[src/rtl/core/lge_pkg.sv]
// ----------------------------------------------------------------------------
// lge_pkg: shared definitions for the Life generation engine
// Field widths, operation codes, default grid size and the command/status
// bundles that pass between the controller and the datapath.
// ----------------------------------------------------------------------------
package lge_pkg;

   // Fixed transaction field widths
   localparam int OP_W   = 2;
   localparam int IDX_W  = 6;
   localparam int CELL_W = 64;

   // Default grid size
   localparam int ROWS_DEFAULT = 64;
   localparam int COLS_DEFAULT = 64;

   // Operation codes
   localparam logic [OP_W-1:0] OP_LOAD    = 2'd0;
   localparam logic [OP_W-1:0] OP_ADVANCE = 2'd1;
   localparam logic [OP_W-1:0] OP_READ    = 2'd2;

   // Controller to datapath commands
   typedef struct packed {
      logic capture;      // latch row index and cells of the accepted transaction
      logic ptr_clear;    // zero the row pointer
      logic ptr_step;     // advance the row pointer
      logic addr_ptr;     // address the grid with the row pointer, else the row index
      logic clear_write;  // write a dead row at the pointer
      logic load_write;   // write the latched cells at the row index
      logic adv_start;    // reset window and live-row count for a new generation
      logic adv_read;     // sweep read of one row during an advance
      logic adv_tail;     // compute the last row with an empty row below, swap banks
      logic respond;      // register a result
      logic resp_read;    // result carries the row just read
   } cmd_type;

   // Datapath to controller status
   typedef struct packed {
      logic ptr_last;      // row pointer is at the last row
      logic idx_in_range;  // requested row index lies inside the grid
   } status_type;

endpackage

[src/rtl/core/lge_ctrl.sv]
// ----------------------------------------------------------------------------
// lge_ctrl: sequencing controller for the Life generation engine
// Runs the clearing pass after reset and steps each transaction through
// its read, write, sweep and response phases.
// ----------------------------------------------------------------------------
module lge_ctrl (
   input  logic                       clock,
   input  logic                       reset,
   input  logic                       start,
   input  logic [lge_pkg::OP_W-1:0]   req_operation,
   input  lge_pkg::status_type        status,
   output lge_pkg::cmd_type           cmd,
   output logic                       busy
);

   localparam logic [3:0] ST_IDLE      = 4'd0;
   localparam logic [3:0] ST_CLEAR     = 4'd1;
   localparam logic [3:0] ST_LOAD_RD   = 4'd2;
   localparam logic [3:0] ST_LOAD_WR   = 4'd3;
   localparam logic [3:0] ST_READ_RD   = 4'd4;
   localparam logic [3:0] ST_READ_DATA = 4'd5;
   localparam logic [3:0] ST_ADV_RD    = 4'd6;
   localparam logic [3:0] ST_ADV_DRAIN = 4'd7;
   localparam logic [3:0] ST_ADV_TAIL  = 4'd8;
   localparam logic [3:0] ST_RESP      = 4'd9;

   logic [3:0] state_ff;
   logic [3:0] state_in;

   always_comb begin
      state_in = state_ff;
      cmd      = '0;
      case (state_ff)
         ST_IDLE: begin
            if (start) begin
               cmd.capture = 1'b1;
               case (req_operation)
                  lge_pkg::OP_LOAD: begin
                     state_in = status.idx_in_range ? ST_LOAD_RD : ST_RESP;
                  end
                  lge_pkg::OP_ADVANCE: begin
                     cmd.ptr_clear = 1'b1;
                     cmd.adv_start = 1'b1;
                     state_in      = ST_ADV_RD;
                  end
                  lge_pkg::OP_READ: begin
                     state_in = status.idx_in_range ? ST_READ_RD : ST_RESP;
                  end
                  default: begin
                     state_in = ST_RESP;
                  end
               endcase
            end
         end
         ST_CLEAR: begin
            cmd.addr_ptr    = 1'b1;
            cmd.clear_write = 1'b1;
            cmd.ptr_step    = 1'b1;
            if (status.ptr_last) begin
               state_in = ST_IDLE;
            end
         end
         ST_LOAD_RD: begin
            state_in = ST_LOAD_WR;
         end
         ST_LOAD_WR: begin
            cmd.load_write = 1'b1;
            state_in       = ST_RESP;
         end
         ST_READ_RD: begin
            state_in = ST_READ_DATA;
         end
         ST_READ_DATA: begin
            cmd.respond   = 1'b1;
            cmd.resp_read = 1'b1;
            state_in      = ST_IDLE;
         end
         ST_ADV_RD: begin
            cmd.addr_ptr = 1'b1;
            cmd.adv_read = 1'b1;
            cmd.ptr_step = 1'b1;
            if (status.ptr_last) begin
               state_in = ST_ADV_DRAIN;
            end
         end
         ST_ADV_DRAIN: begin
            state_in = ST_ADV_TAIL;
         end
         ST_ADV_TAIL: begin
            cmd.adv_tail = 1'b1;
            state_in     = ST_RESP;
         end
         ST_RESP: begin
            cmd.respond = 1'b1;
            state_in    = ST_IDLE;
         end
         default: begin
            state_in = ST_IDLE;
         end
      endcase
   end

   always_ff @(posedge clock) begin
      if (reset) begin
         state_ff <= ST_CLEAR;
      end else begin
         state_ff <= state_in;
      end
   end

   assign busy = (state_ff != ST_IDLE);

endmodule

[config.mk]
export PLATFORM = sky130hd
export DESIGN_NAME = lge_ctrl
export DESIGN_NICKNAME = d
export VERILOG_FILES = /design/src/rtl/core/lge_pkg.sv /design/src/rtl/core/lge_ctrl.sv
export SDC_FILE = /design/constraint.sdc
export NUM_CORES = 1
export LEC_CHECK = 0
export ABC_AREA = 0
export BUFFER_PORTS_ARGS = -buffer_cell sky130_fd_sc_hd__buf_2
export CORE_AREA = 5 5 42 44
export CTS_CLUSTER_DIAMETER = 150
export CTS_CLUSTER_SIZE = 28
export DETAILED_ROUTE_END_ITERATION = 10
export DIE_AREA = 0 0 47 49
export SYNTH_ARGS = -nofsm -noshare
export SYNTH_HDL_FRONTEND = slang
export SYNTH_SLANG_ARGS = --single-unit
[constraint.sdc]
create_clock -name clock -period 1.3 [get_ports clock]
set_input_delay 0.065 -clock clock [delete_from_list [all_inputs] [get_ports clock]]
set_output_delay 0.065 -clock clock [all_outputs]
set_load 0.03 [all_outputs]
==> flow_summary.yaml <==
layout:
  antenna_cells_inserted: 0
  final_core_util: 0.604
  fin_nets: 94
  largest_register: "state_ff"
  layout-drive-gt1-share: 0.753
  fin_area_um2: 846
  largest_registers_in_the_final_layout: "state_ff: 4 flops"
  number_of_flip_flops_in_the_largest_register: 4
  area_growth_syn_to_layout_pct: 95.9
sta:
  final.setup.worst_slack_ps: -152
  timing_hold_violations_final: 0
  skew_ps: 7.16
  post-route-min-period_ps: 1450
  maxSlewHeadroom: 0.835
  worst_margin_pin_slew_ps: 245
  timing.fmax_mhz: 688
  final_critical_path_share_of_the_clock_period: 1.12
  report.final.setup_viol: 8
  grt_setup_unrepaired: "yes"
  timing.setup.tns_ps: -803
  finalMaxSlewViolations: 0
critical_path:
  crit_path_top_delay_cell: "sky130_fd_sc_hd__dfxtp_4"
  path_cells: "nor4_4 -> and2_4 -> nor2b_4 -> buf_6"
  timing.critical_path.required_ps: 1240
  r2r_cells: 6
  critical_path.startpoint_type: "flip-flop"
  timing_worst_setup_path_type: "reg -> out"
  cp-endpoint: "cmd[9]"
  r2r-start: "state_ff[1]"
  setup.worst_path.end_class: "output pin"
  rrSetupSlack_ps: -60
  reg2reg_to: "state_ff[1]"
  timing.critical_path.arrival_ps: 1390
  path_max_fanout: 4
  setup.worst_path.start: "state_ff[1]"
  critical-path-max-stage-delay_ps: 360
pwr:
  static-leakage-power_nw: 0.349
  vdd.ir_drop.worst_uv: 391
  cellPowerDensity_nw_per_um2: 624
placed_design:
  detailed_place_hpwl_mm: 1.02
  gp_congestion: 0.697
  dp_slack_ps: -14.0
  placedInstanceArea_um2: 604
  placement.io_buffers: 18
detailed_routing:
  finalWirelength_mm: 1.36
  wire_per_inst_um: 13.5
  ant_nets: 0
  vias_per_cell: 5.01
  drc_errors: 0
  drt-initial-drc-count: 1
  num_vias: 506
  total_iterations_of_the_first_detailed_routing_run: 2
synth:
  yosys_register_bits: 4
  synth_enable_flop_cells: 0
  syn_nets: 59
  synthesis.area_per_instance_um2: 8.30
  netlist_instances: 52
  synth_commonest_cells: "sky130_fd_sc_hd__buf_4, sky130_fd_sc_hd__nor2_1, sky130_fd_sc_hd__dfxtp_1"
  yosysTopAreaCell: "sky130_fd_sc_hd__dfxtp_1"
  synth_warnings: 0
  syn_area_um2: 432
  synth_ff_type: "sky130_fd_sc_hd__dfxtp_1"
  ys_async_sr_fraction: 0
  number_of_distinct_library_cell_variants_in_the_gate_level_netlist_after_synthesis: 31
  sequential_to_total_area_share_from_yosys_stat: 0.186
  synth.top_cell.area_share: 0.186
  synth.top_cells.by_area: "sky130_fd_sc_hd__dfxtp_1, sky130_fd_sc_hd__buf_4, sky130_fd_sc_hd__nor4b_4, sky130_fd_sc_hd__nor4_4, sky130_fd_sc_hd__nand2b_1"
  count_leader_synth: "sky130_fd_sc_hd__buf_4"
clocking:
  max-clock-path-buffers: 2
  cts_sinks: 4
  clk_pin_slew_worst_paths_ps: 40
  clk_tree_root_cell: "sky130_fd_sc_hd__clkbuf_4"
  cts_tree: "done"
  cts.hold.buffers_added: 0
  insertion_delay_ps: 240
  cts-buffers-inserted: 3
  cts-htree-levels: 1
floorplan:
  die_area_um2: 2300
  floorplan.initialDensity: 0.308
  core_region_area_um2: 1400
  boundaryPins: 19
  num_rows: 14
  dieHeight_um: 49
  fp.dieW_um: 47
grt:
  grt_first_pass_wirelength_mm: 2.33
  via_count_of_the_first_global_routing_pass: 520
  grt_antenna_before_repair: 0
  grt_overflow: 0
  globalRouteTotalUtil: 0.139
  grt_start_max_net_pins: 8
min_path:
  holdCritPathClass: "in -> reg"
outcome:
  status: "complete, but fails checks"
  violated_checks: "setup timing"
job:
  maxCapViolations: 0
-- cell families after synthesis --
kind of cell	synth area share
AO/OA/AOI/OAI	0.206
AND/OR/NAND/NOR	0.449
XOR/XNOR	0.0203
flip-flops	0.186
buffers and inverters	0.139
-- repair_timing --
item,in CTS,in global routing
pin swaps,6,5
buffers inserted,7,1
resized for setup,29,19
endpoints found under the setup margin,12,16
-- worst max-delay path, delay by kind of cell (launching register included) --
family | cells | cell delay (ps)
and+or+nand+nor | 3 | 640
DFF | 1 | 360
buffers and inverters | 1 | 140
-- final cells by class --
cell class / instances / area, µm²
sequential: 4 / 92.6
clock buffer: 3 / 22.5
inverter: 4 / 17.5
tap: 16 / 20.0
multi-input combinational: 38 / 378
timing repair buffer: 36 / 315
fill: 135 / 556
-- worst min-delay path by stage --
stage	slack, ps	from	depth (start not counted)	end
finish	20	reset	2	state_ff[1]
floorplan	130	reset	1	state_ff[1]
global placement	280	reset	2	state_ff[1]
detailed placement	270	reset	2	state_ff[1]
CTS	7	reset	2	state_ff[1]
global route	40	reset	2	state_ff[1]
-- per-layer routing --
metal,vias to the layer above,GRT usage,part of all wire
met4,0,0.0783,0.018
met1,245,0.158,0.38
met2,6,0.238,0.59
met3,2,0.0111,0.018
met5,-,0,0
li1,253,-,-
-- cells in the final DEF (no fill, tap or decap), types with 2 or more instances in the layout --
master and count:
sky130_fd_sc_hd__buf_2 6, sky130_fd_sc_hd__dfxtp_4 3, sky130_fd_sc_hd__nand2b_1 2, sky130_fd_sc_hd__inv_2 2, sky130_fd_sc_hd__buf_4 14, sky130_fd_sc_hd__nand3b_1 2
sky130_fd_sc_hd__nor2_1 4, sky130_fd_sc_hd__clkbuf_4 3, sky130_fd_sc_hd__buf_6 16, sky130_fd_sc_hd__nand2_4 2
-- through the flow --
stage	instances	hold WS (ps)	power [mW]
6_report	101	20.0	0.528
4_1_cts	100	6.60	0.516
2_1_floorplan	52	130	0.250
5_1_grt	101	42.3	0.559
3_3_place_gp	91	278	0.298
3_5_place_dp	91	268	0.300
-- power by group --
group | switching [mW] | leakage [nW] | internal (mW)
sequential | 0.00894 | 0.0349 | 0.124
combinational | 0.113 | 0.300 | 0.121
clock | 0.0564 | 0.0138 | 0.104
No activity file was read; power rests on OpenSTA's default activity.
